**src/hw/rtl/elfpc_pkg.sv**
```systemverilog
`timescale 1ns / 1ps
// ----------------------------------------------------------------------------
// elfpc_pkg: shared constants for the echo level filter and pump control
// Field widths, register indexes and reset values, and the fixed-point
// constants of the echo-to-distance conversion.
// ----------------------------------------------------------------------------
package elfpc_pkg;

    localparam int WINDOW_LEN_DEF      = 10;
    localparam int ECHO_TIMEOUT_US_DEF = 7352;

    localparam int ECHO_W  = 13;
    localparam int LEVEL_W = 10;
    localparam int DIST_W  = 9;   // distance in cm, also divisor width
    localparam int USE_W   = 8;   // usable distances stay below 256
    localparam int MIN_W   = 4;
    localparam int LIM_W   = 8;
    localparam int CMP_W   = 8;

    // distance = echo * 34 / 1000 = echo * 17 / 500
    localparam int PROD_W     = 18;
    localparam int DIST_MUL_SHIFT = 4;   // 17 = 16 + 1
    localparam int DIST_DIV   = 500;
    localparam int DIST_ITERS = 9;

    localparam int CFG_ADDR_W = 3;
    localparam int CFG_DATA_W = 10;

    localparam logic [CFG_ADDR_W-1:0] CFG_MOUNT_HEIGHT   = 3'd0;
    localparam logic [CFG_ADDR_W-1:0] CFG_SAMPLE_LIMIT   = 3'd1;
    localparam logic [CFG_ADDR_W-1:0] CFG_MIN_USABLE     = 3'd2;
    localparam logic [CFG_ADDR_W-1:0] CFG_LEVEL_LIMIT    = 3'd3;
    localparam logic [CFG_ADDR_W-1:0] CFG_RISE_DELTA     = 3'd4;
    localparam logic [CFG_ADDR_W-1:0] CFG_PUMP_ON_LEVEL  = 3'd5;
    localparam logic [CFG_ADDR_W-1:0] CFG_PUMP_OFF_LEVEL = 3'd6;

    localparam logic [LEVEL_W-1:0] RST_MOUNT_HEIGHT   = 10'd300;
    localparam logic [LIM_W-1:0]   RST_SAMPLE_LIMIT   = 8'd250;
    localparam logic [MIN_W-1:0]   RST_MIN_USABLE     = 4'd7;
    localparam logic [LEVEL_W-1:0] RST_LEVEL_LIMIT    = 10'd250;
    localparam logic [LEVEL_W-1:0] RST_RISE_DELTA     = 10'd10;
    localparam logic [LEVEL_W-1:0] RST_PUMP_ON_LEVEL  = 10'd100;
    localparam logic [LEVEL_W-1:0] RST_PUMP_OFF_LEVEL = 10'd80;

    localparam logic OP_SAMPLE = 1'b0;
    localparam logic OP_CHECK  = 1'b1;

    typedef logic [1:0] t_kind;
    localparam t_kind KIND_NONE  = 2'd0;
    localparam t_kind KIND_FORCE = 2'd1;
    localparam t_kind KIND_AVG   = 2'd2;

endpackage

```
**src/hw/rtl/echo_level_filter_pump_control.sv**
```systemverilog
`timescale 1ns / 1ps
// ----------------------------------------------------------------------------
// echo_level_filter_pump_control: echo-width level filter and pump request
// A check goes straight to the result; a sample runs the serial divider for
// the distance and, with a full window of enough usable entries, a second
// division for the average. One transaction is in work; the next is accepted
// in the cycle after the result registers; a held result stalls it at the output.
// Synchronous active-low reset clears fill, level, pump state; restores registers.
// ----------------------------------------------------------------------------
module echo_level_filter_pump_control
    import elfpc_pkg::*;
#(
    parameter int WINDOW_LEN      = WINDOW_LEN_DEF,
    parameter int ECHO_TIMEOUT_US = ECHO_TIMEOUT_US_DEF
) (
    input  logic                  i_clk,
    input  logic                  i_rst_n,
    input  logic                  i_cfg_we,
    input  logic [CFG_ADDR_W-1:0] i_cfg_addr,
    input  logic [CFG_DATA_W-1:0] i_cfg_wdata,
    input  logic                  s_axis_tvalid,
    output logic                  s_axis_tready,
    input  logic [15:0]           s_axis_tdata,  // echo_us[12:0]
    input  logic [1:0]            s_axis_tuser,  // op, timed_out
    output logic                  m_axis_tvalid,
    input  logic                  m_axis_tready,
    output logic [15:0]           m_axis_tdata   // level[9:0], level_changed,
                                                 // pump_on, pump_on_event,
                                                 // pump_off_event
);

    localparam int CNT_W  = $clog2(WINDOW_LEN + 1);
    localparam int SUM_W  = USE_W + CNT_W;
    localparam int ITER_W = $clog2(SUM_W + 1);

    localparam logic [2:0] S_IDLE = 3'd0;
    localparam logic [2:0] S_DIST = 3'd1;
    localparam logic [2:0] S_EVAL = 3'd2;
    localparam logic [2:0] S_AVG  = 3'd3;
    localparam logic [2:0] S_FIN  = 3'd4;

    logic [2:0]         r_state;
    logic [LEVEL_W-1:0] r_mount_height;
    logic [LIM_W-1:0]   r_sample_limit;
    logic [MIN_W-1:0]   r_min_usable;
    logic [LEVEL_W-1:0] r_level_limit;
    logic [LEVEL_W-1:0] r_rise_delta;
    logic [LEVEL_W-1:0] r_pump_on_level;
    logic [LEVEL_W-1:0] r_pump_off_level;
    logic [LEVEL_W-1:0] r_level;
    logic [LEVEL_W-1:0] r_prev;
    logic               r_pump;
    logic               r_out_valid;
    logic [15:0]        r_out_data;
    logic               r_op;
    logic               r_tmo;
    logic [ECHO_W-1:0]  r_echo;
    t_kind              r_kind;
    logic [SUM_W-1:0]   r_avg;

    logic               w_accept;
    logic               w_out_free;
    logic [ECHO_W-1:0]  w_echo;
    logic [PROD_W-1:0]  w_prod;
    logic               w_div_start;
    logic [ITER_W-1:0]  w_iters;
    logic [DIST_W-1:0]  w_rem_init;
    logic [SUM_W-1:0]   w_dividend;
    logic [DIST_W-1:0]  w_divisor;
    logic               w_div_done;
    logic [SUM_W-1:0]   w_quot;
    logic               w_push;
    logic [DIST_W-1:0]  w_dist;
    logic               w_ok;
    logic [SUM_W-1:0]   w_sum;
    logic [CNT_W-1:0]   w_count;
    logic               w_full;
    logic               w_avg_fail;
    logic               w_avg_go;

    logic [LEVEL_W-1:0] n_level;
    logic               n_changed;
    logic               n_pump;
    logic               n_on_ev;
    logic               n_off_ev;
    logic [LEVEL_W-1:0] w_cand;
    logic [LEVEL_W:0]   w_rise;
    logic               w_rise_ok;

    assign w_accept   = s_axis_tvalid && s_axis_tready;
    assign w_out_free = !r_out_valid || m_axis_tready;
    assign w_echo     = s_axis_tdata[ECHO_W-1:0];
    assign w_prod     = (PROD_W'(w_echo) << DIST_MUL_SHIFT) + PROD_W'(w_echo);

    assign w_avg_fail = (w_count == '0) || (CMP_W'(w_count) < CMP_W'(r_min_usable));
    assign w_avg_go   = (r_state == S_EVAL) && w_full && !w_avg_fail;

    assign w_div_start = ((r_state == S_IDLE) && w_accept && (s_axis_tuser[0] == OP_SAMPLE))
                         || w_avg_go;

    always_comb begin
        if (r_state == S_IDLE) begin
            w_iters    = ITER_W'(DIST_ITERS);
            w_rem_init = w_prod[PROD_W-1:DIST_W];
            w_dividend = {w_prod[DIST_W-1:0], {(SUM_W-DIST_W){1'b0}}};
            w_divisor  = DIST_W'(DIST_DIV);
        end else begin
            w_iters    = ITER_W'(SUM_W);
            w_rem_init = '0;
            w_dividend = w_sum;
            w_divisor  = DIST_W'(w_count);
        end
    end

    elfpc_serial_div #(
        .DVD_W  (SUM_W),
        .DVS_W  (DIST_W),
        .ITER_W (ITER_W)
    ) u_div (
        .i_clk      (i_clk),
        .i_rst_n    (i_rst_n),
        .i_start    (w_div_start),
        .i_iters    (w_iters),
        .i_rem_init (w_rem_init),
        .i_dividend (w_dividend),
        .i_divisor  (w_divisor),
        .o_done     (w_div_done),
        .o_quotient (w_quot)
    );

    assign w_dist = w_quot[DIST_W-1:0];
    assign w_ok   = !r_tmo && (r_echo < ECHO_W'(ECHO_TIMEOUT_US))
                    && (w_dist < {1'b0, r_sample_limit});
    assign w_push = (r_state == S_DIST) && w_div_done;

    elfpc_window #(
        .WINDOW_LEN (WINDOW_LEN),
        .CNT_W      (CNT_W),
        .SUM_W      (SUM_W)
    ) u_window (
        .i_clk   (i_clk),
        .i_rst_n (i_rst_n),
        .i_push  (w_push),
        .i_dist  (w_dist),
        .i_ok    (w_ok),
        .o_sum   (w_sum),
        .o_count (w_count),
        .o_full  (w_full)
    );

    always_comb begin
        n_level   = r_level;
        n_changed = 1'b0;
        n_pump    = r_pump;
        n_on_ev   = 1'b0;
        n_off_ev  = 1'b0;
        w_cand    = r_mount_height - r_avg[LEVEL_W-1:0];
        w_rise    = {1'b0, r_level} - {1'b0, r_prev};
        w_rise_ok = !w_rise[LEVEL_W] && (w_rise[LEVEL_W-1:0] >= r_rise_delta);
        if (r_op == OP_SAMPLE) begin
            if (r_kind == KIND_FORCE) begin
                n_level   = r_mount_height;
                n_changed = 1'b1;
            end else if (r_kind == KIND_AVG) begin
                if ((r_avg <= SUM_W'(r_mount_height)) && (w_cand < r_level_limit)
                    && (w_cand != r_level)) begin
                    n_level   = w_cand;
                    n_changed = 1'b1;
                end
            end
        end else begin
            if (w_rise_ok && (r_level > r_pump_on_level) && (r_level != r_mount_height)
                && !n_pump) begin
                n_pump  = 1'b1;
                n_on_ev = 1'b1;
            end
            if ((r_level < r_pump_off_level) && n_pump) begin
                n_pump   = 1'b0;
                n_off_ev = 1'b1;
            end
        end
    end

    always_ff @(posedge i_clk) begin
        if (!i_rst_n) begin
            r_state          <= S_IDLE;
            r_mount_height   <= RST_MOUNT_HEIGHT;
            r_sample_limit   <= RST_SAMPLE_LIMIT;
            r_min_usable     <= RST_MIN_USABLE;
            r_level_limit    <= RST_LEVEL_LIMIT;
            r_rise_delta     <= RST_RISE_DELTA;
            r_pump_on_level  <= RST_PUMP_ON_LEVEL;
            r_pump_off_level <= RST_PUMP_OFF_LEVEL;
            r_level          <= '0;
            r_prev           <= '0;
            r_pump           <= 1'b0;
            r_out_valid      <= 1'b0;
            r_kind           <= KIND_NONE;
        end else begin
            if (i_cfg_we) begin
                case (i_cfg_addr)
                    CFG_MOUNT_HEIGHT:   r_mount_height   <= i_cfg_wdata;
                    CFG_SAMPLE_LIMIT:   r_sample_limit   <= i_cfg_wdata[LIM_W-1:0];
                    CFG_MIN_USABLE:     r_min_usable     <= i_cfg_wdata[MIN_W-1:0];
                    CFG_LEVEL_LIMIT:    r_level_limit    <= i_cfg_wdata;
                    CFG_RISE_DELTA:     r_rise_delta     <= i_cfg_wdata;
                    CFG_PUMP_ON_LEVEL:  r_pump_on_level  <= i_cfg_wdata;
                    CFG_PUMP_OFF_LEVEL: r_pump_off_level <= i_cfg_wdata;
                    default: ;
                endcase
            end

            if (m_axis_tready && !((r_state == S_FIN) && w_out_free)) begin
                r_out_valid <= 1'b0;
            end

            case (r_state)
                S_IDLE: begin
                    if (w_accept) begin
                        r_kind  <= KIND_NONE;
                        r_state <= (s_axis_tuser[0] == OP_CHECK) ? S_FIN : S_DIST;
                    end
                end
                S_DIST: begin
                    if (w_div_done) begin
                        r_state <= S_EVAL;
                    end
                end
                S_EVAL: begin
                    if (!w_full) begin
                        r_kind  <= KIND_NONE;
                        r_state <= S_FIN;
                    end else if (w_avg_fail) begin
                        r_kind  <= KIND_FORCE;
                        r_state <= S_FIN;
                    end else begin
                        r_state <= S_AVG;
                    end
                end
                S_AVG: begin
                    if (w_div_done) begin
                        r_kind  <= KIND_AVG;
                        r_state <= S_FIN;
                    end
                end
                S_FIN: begin
                    if (w_out_free) begin
                        r_level     <= n_level;
                        r_pump      <= n_pump;
                        if (r_op == OP_CHECK) begin
                            r_prev <= r_level;
                        end
                        r_out_valid <= 1'b1;
                        r_state     <= S_IDLE;
                    end
                end
                default: r_state <= S_IDLE;
            endcase
        end
    end

    always_ff @(posedge i_clk) begin
        if ((r_state == S_IDLE) && w_accept) begin
            r_op   <= s_axis_tuser[0];
            r_tmo  <= s_axis_tuser[1];
            r_echo <= w_echo;
        end
        if ((r_state == S_AVG) && w_div_done) begin
            r_avg <= w_quot;
        end
        if ((r_state == S_FIN) && w_out_free) begin
            r_out_data <= {2'b00, n_off_ev, n_on_ev, n_pump, n_changed, n_level};
        end
    end

    assign s_axis_tready = (r_state == S_IDLE);
    assign m_axis_tvalid = r_out_valid;
    assign m_axis_tdata  = r_out_data;

endmodule

```
**src/hw/rtl/elfpc_serial_div.sv**
```systemverilog
`timescale 1ns / 1ps
// ----------------------------------------------------------------------------
// elfpc_serial_div: bit-serial restoring divider
// One quotient bit per cycle; dividend bits enter MSB first from a shift
// register that collects the quotient at its low end.
// ----------------------------------------------------------------------------
module elfpc_serial_div #(
    parameter int DVD_W  = 12,
    parameter int DVS_W  = 9,
    parameter int ITER_W = 4
) (
    input  logic              i_clk,
    input  logic              i_rst_n,
    input  logic              i_start,
    input  logic [ITER_W-1:0] i_iters,
    input  logic [DVS_W-1:0]  i_rem_init,
    input  logic [DVD_W-1:0]  i_dividend,
    input  logic [DVS_W-1:0]  i_divisor,
    output logic              o_done,
    output logic [DVD_W-1:0]  o_quotient
);

    logic              r_run;
    logic              r_done;
    logic [ITER_W-1:0] r_cnt;
    logic [DVS_W-1:0]  r_rem;
    logic [DVD_W-1:0]  r_shift;
    logic [DVS_W-1:0]  r_divisor;

    logic [DVS_W:0] w_trial;
    logic [DVS_W:0] w_diff;
    logic           w_ge;

    always_comb begin
        w_trial = {r_rem, r_shift[DVD_W-1]};
        w_diff  = w_trial - {1'b0, r_divisor};
        w_ge    = (w_trial >= {1'b0, r_divisor});
    end

    always_ff @(posedge i_clk) begin
        if (!i_rst_n) begin
            r_run  <= 1'b0;
            r_done <= 1'b0;
            r_cnt  <= '0;
        end else begin
            r_done <= 1'b0;
            if (i_start) begin
                r_run <= 1'b1;
                r_cnt <= i_iters;
            end else if (r_run) begin
                r_cnt <= r_cnt - 1'b1;
                if (r_cnt == ITER_W'(1)) begin
                    r_run  <= 1'b0;
                    r_done <= 1'b1;
                end
            end
        end
    end

    always_ff @(posedge i_clk) begin
        if (i_start) begin
            r_rem     <= i_rem_init;
            r_shift   <= i_dividend;
            r_divisor <= i_divisor;
        end else if (r_run) begin
            r_rem   <= w_ge ? w_diff[DVS_W-1:0] : w_trial[DVS_W-1:0];
            r_shift <= {r_shift[DVD_W-2:0], w_ge};
        end
    end

    assign o_done     = r_done;
    assign o_quotient = r_shift;

endmodule

```
**src/hw/rtl/elfpc_window.sv**
```systemverilog
`timescale 1ns / 1ps
// ----------------------------------------------------------------------------
// elfpc_window: sliding window of distance samples
// Shift line of distances with usable flags, a running sum and count of the
// usable entries, and a saturating fill count.
// ----------------------------------------------------------------------------
module elfpc_window
    import elfpc_pkg::*;
#(
    parameter int WINDOW_LEN = WINDOW_LEN_DEF,
    parameter int CNT_W      = $clog2(WINDOW_LEN + 1),
    parameter int SUM_W      = USE_W + CNT_W
) (
    input  logic              i_clk,
    input  logic              i_rst_n,
    input  logic              i_push,
    input  logic [DIST_W-1:0] i_dist,
    input  logic              i_ok,
    output logic [SUM_W-1:0]  o_sum,
    output logic [CNT_W-1:0]  o_count,
    output logic              o_full
);

    logic [DIST_W-1:0] r_dist [WINDOW_LEN];
    logic              r_ok   [WINDOW_LEN];
    logic [CNT_W-1:0]  r_fill;
    logic [SUM_W-1:0]  r_sum;
    logic [CNT_W-1:0]  r_count;

    logic              w_full;
    logic              w_drop_ok;
    logic [SUM_W-1:0]  n_sum;
    logic [CNT_W-1:0]  n_count;

    always_comb begin
        w_full    = (r_fill == CNT_W'(WINDOW_LEN));
        w_drop_ok = w_full && r_ok[0];
        n_sum     = r_sum;
        n_count   = r_count;
        if (i_ok) begin
            n_sum   = n_sum + SUM_W'(i_dist);
            n_count = n_count + 1'b1;
        end
        if (w_drop_ok) begin
            n_sum   = n_sum - SUM_W'(r_dist[0]);
            n_count = n_count - 1'b1;
        end
    end

    always_ff @(posedge i_clk) begin
        if (!i_rst_n) begin
            r_fill  <= '0;
            r_sum   <= '0;
            r_count <= '0;
        end else if (i_push) begin
            r_sum   <= n_sum;
            r_count <= n_count;
            if (!w_full) begin
                r_fill <= r_fill + 1'b1;
            end
        end
    end

    always_ff @(posedge i_clk) begin
        if (i_push) begin
            for (int i = 0; i < WINDOW_LEN - 1; i++) begin
                r_dist[i] <= r_dist[i+1];
                r_ok[i]   <= r_ok[i+1];
            end
            r_dist[WINDOW_LEN-1] <= i_dist;
            r_ok[WINDOW_LEN-1]   <= i_ok;
        end
    end

    assign o_sum   = r_sum;
    assign o_count = r_count;
    assign o_full  = w_full;

endmodule
```
**config.mk**
```make
export PLATFORM = sky130hd
export DESIGN_NAME = echo_level_filter_pump_control
export DESIGN_NICKNAME = d
export VERILOG_FILES = /design/src/hw/rtl/elfpc_pkg.sv /design/src/hw/rtl/echo_level_filter_pump_control.sv /design/src/hw/rtl/elfpc_serial_div.sv /design/src/hw/rtl/elfpc_window.sv
export SDC_FILE = /design/constraint.sdc
export NUM_CORES = 1
export LEC_CHECK = 0
export BUFFER_PORTS_ARGS = -buffer_cell sky130_fd_sc_hd__buf_2
export CORE_ASPECT_RATIO = 0.6
export CORE_MARGIN = 5
export CORE_UTILIZATION = 35
export DETAILED_ROUTE_END_ITERATION = 6
export PLACE_DENSITY = 0.56
export SYNTH_ARGS = -nofsm -noshare
export SYNTH_HDL_FRONTEND = slang
export SYNTH_SLANG_ARGS = --single-unit
```
**constraint.sdc**
```tcl
create_clock -name i_clk -period 6 [get_ports i_clk]
set_clock_uncertainty 0.2 [all_clocks]
set_input_delay 1.2 -clock i_clk [delete_from_list [all_inputs] [get_ports i_clk]]
set_output_delay 1.2 -clock i_clk [all_outputs]
set_load 0.01 [all_outputs]
```
==> impl_metrics.env <==
export IMPL_status="completed"
export IMPL_post_cts_resized=0
export IMPL_die_area_um2=46200
export IMPL_hp_class="reg2reg"
export IMPL_critical_path_class="reg2reg"
export IMPL_htreeDepth=1
export IMPL_grt_pass1_wl_um=57270
export IMPL_fp_dieW_um=274.2
export IMPL_ys_top_cells_by_count="nand2_1, edfxtp_1, inv_1, ha_1, dfxtp_1"
export IMPL_start_util_pct=35.19
export IMPL_p_int_mw=3.243
export IMPL_die_h_um=168.5
export IMPL_numCtsBuffers=29
export IMPL_yosys_area_top_type="edfxtp_1"
export IMPL_async_reset_ff_share_pct=0
export IMPL_crit_required_ns=6.24
export IMPL_cp_start_kind="flip-flop"
export IMPL_synthTopCellsByArea="edfxtp_1, dfxtp_1, ha_1, nand2_1, a21oi_1"
export IMPL_post_cts_setup_buffers=0
export IMPL_cts_buffer_depth=3
export IMPL_cp_depth=17
export IMPL_dp_hpwl_um=27020
export IMPL_syn_area_per_cell_um2=10.19
export IMPL_synth_seq_cells=279
export IMPL_min_period_over_period_pct=84.35
export IMPL_tightest_slew_ns=1.087
export IMPL_ys_warn_count=0
export IMPL_whs_ns=0.2138
export IMPL_crit_path_cell_trace="ha_1 -> and4b_1 -> a221oi_1 -> o21ai_1 -> a21oi_2 -> buf_4 -> mux2_2 -> ha_1 -> a21oi_1 -> o21ai_0 -> o311a_1 -> o21a_1 -> o21a_1 -> or4_1 -> o22ai_1 -> xnor2_1 -> nor2_1"
export IMPL_routabilityCongestion=0.8888
export IMPL_fillers=4091
export IMPL_min_from="u_window.r_dist[7][2]"
export IMPL_ios=54
export IMPL_core_area_um2=41660
export IMPL_drt_initial_drc_count=990
export IMPL_pwr_share_clk_pct=39.0
export IMPL_final_layout_size_suffix_gt1_share_pct=9.163
export IMPL_postCtsHoldBufs=0
export IMPL_combPwrFrac_pct=12.1
export IMPL_seqPwrFrac_pct=48.8
export IMPL_finalSetupViolations=0
export IMPL_synth_main_ff_cell="edfxtp_1"
export IMPL_layout_nets=1645
export IMPL_synth_edf_count=164
export IMPL_yosysUniqueCellTypes=83
export IMPL_rsz0062_at_grt="false"
export IMPL_fin_tns_setup_ns=0
export IMPL_reg2reg_depth=17
export IMPL_crit_buf_inv=1
export IMPL_cts_root_buf="clkbuf_16"
export IMPL_synth_cells=1439
export IMPL_synth_top_area_share_pct=33.60
export IMPL_yosysMostFrequentCell="nand2_1"
export IMPL_io_buffer_count=48
export IMPL_antenna_left=0
export IMPL_finalWirelength_um=37070
export IMPL_worst_path_max_fanout=24
export IMPL_grt_pass1_vias=9934
export IMPL_hold_viol=0
export IMPL_wl_per_cell_um=17.85
export IMPL_num_rows=58
export IMPL_overflow=0
export IMPL_slowest_stage="edfxtp_1"
export IMPL_antenna_found_initial=1
export IMPL_startpoint="u_div.o_quotient[6]"
export IMPL_critPathTopFamily="compound AO/OA/AOI/OAI gates"
export IMPL_clkSinkCount=279
export IMPL_viasPerCell=5.077
export IMPL_vias=10550
export IMPL_netlist_area_um2=14660
export IMPL_switchingPower_mw=1.122
export IMPL_grt_max_degree=70
export IMPL_worstPathArrival_ns=5.30
export IMPL_min_delay_path_depth=0
export IMPL_final_min_clock_period_ns=5.061
export IMPL_area_delta_synth_final_pct=12.02
export IMPL_slew_headroom_pct=27.51
export IMPL_power_leakage_nw=6.460
export IMPL_drc_errors=0
export IMPL_drv_slew=0
export IMPL_grt_use_total_pct=15.67
export IMPL_ir_drop_mv=0.1794
export IMPL_clock_latency_ns=0.56
export IMPL_swShare_pct=25.70
export IMPL_powerDensity_nw_per_um2=265.8
export IMPL_cts_tree="yes"
export IMPL_slowest_delay_ns=0.54
export IMPL_firstDrtPassIters=5
export IMPL_cap_viol_max_count=0
export IMPL_clk_pin_slew_ns=0.07
export IMPL_cp_end_kind="flip-flop"
export IMPL_r2r_start="u_div.o_quotient[6]"
export IMPL_max_freq_ghz=0.1976
export IMPL_yosysSeqAreaShare_pct=49.31
## stage by stage
step                      instances  utilization [%]  cell area, µm²  setup WS, ns  power, mW
after global placement         2022            37.28           15530         1.045      2.683
after detailed placement       2022            37.28           15530         1.034      2.695
final                          2077            39.41           16420        0.9390      4.364
after floorplan                1440                -           14660         1.072      2.527
after CTS                      2076            39.41           16420         1.006      4.412
after global routing           2077            39.41           16420        0.7814      4.568
## power groups by stage
stage | registers [mW] | logic, mW | clock network (mW)
after floorplan | 2.15 | 0.376 | 0
after global placement | 2.17 | 0.511 | 0
after detailed placement | 2.17 | 0.522 | 0
after CTS | 2.13 | 0.527 | 1.75
after global routing | 2.14 | 0.590 | 1.84
final | 2.13 | 0.530 | 1.70
## flip-flops by register name, indices dropped and copies added (netlist names), 2 cells and up
| signal | count |
|---|---|
| r_rise_delta | 10 |
| r_level | 10 |
| u_window.o_count | 4 |
| u_window.r_dist | 90 |
| r_avg | 12 |
| u_window.o_sum | 12 |
| u_window.r_fill | 4 |
| r_state | 3 |
| u_div.r_divisor | 5 |
| r_pump_off_level | 10 |
| u_window.r_ok | 10 |
| m_axis_tdata | 14 |
| r_level_limit | 10 |
| r_echo | 10 |
| u_div.r_cnt | 4 |
| r_prev | 10 |
| r_kind | 2 |
| r_sample_limit | 8 |
| r_pump_on_level | 10 |
| u_div.r_rem | 9 |
| r_mount_height | 10 |
| u_div.o_quotient | 12 |
| r_min_usable | 4 |
## layout by cell type (no fill, tap or decap), types with 12 or more instances in the layout
cell type,Yosys,layout
nand2_1,187,187
edfxtp_1,164,164
inv_1,136,134
ha_1,120,120
dfxtp_1,115,115
a21oi_1,107,106
nor2_1,85,85
buf_2,5,48
xnor2_1,45,45
o21ai_0,44,44
o211ai_1,31,31
clkbuf_16,0,30
nor2b_1,25,25
a21o_1,24,24
nand3_1,23,23
xor2_1,21,21
nand2b_1,19,19
buf_4,3,19
o21a_1,17,17
mux2i_1,17,17
nor3_1,16,16
o22ai_1,15,15
nand4_1,13,13
a211oi_1,12,12
## cells by family (layout without fill, tap and decap cells)
logic type	count (synthesis)	count (layout)	synth area share, %
and+or+nand+nor	415	415	13.10
AOI/OAI and AO/OA	331	331	14.93
DFF	279	279	49.31
buffers and inverters	191	257	5.071
adders and majority gates	126	126	11.06
xor gates and xnor gates	71	71	4.721
muxes	25	25	1.776
other	1	3	0.02559
## cell type report
cell class / instances / area, µm² / area share (%)
Clock buffer: 39 / 804.5 / 4.900
Multi-Input combinational cell: 970 / 6694 / 40.77
Timing Repair Buffer: 67 / 382.9 / 2.332
Tap cell: 570 / 713.2 / 4.344
Sequential cell: 279 / 7227 / 44.02
Antenna cell: 1 / 2.502 / 0.01524
Inverter: 136 / 513.0 / 3.125
Clock inverter: 15 / 81.33 / 0.4954
## final timing paths
check                               end  slack, ns
hold / removal    u_window.r_dist[6][2]       0.21
hold reg to reg   u_window.r_dist[6][2]       0.21
setup / recovery     u_window.o_sum[10]       0.94
setup reg to reg     u_window.o_sum[10]       0.94
## layer usage
metal | global-route usage, % | vias up | wire length (µm)
met5 | 0 | - | 0
met4 | 2.893 | 0 | 644
met3 | 2.975 | 50 | 2244
met2 | 20.49 | 273 | 13710
met1 | 26.30 | 5034 | 20470
li1 | - | 5188 | -
Power figures use the tool's default switching activity.
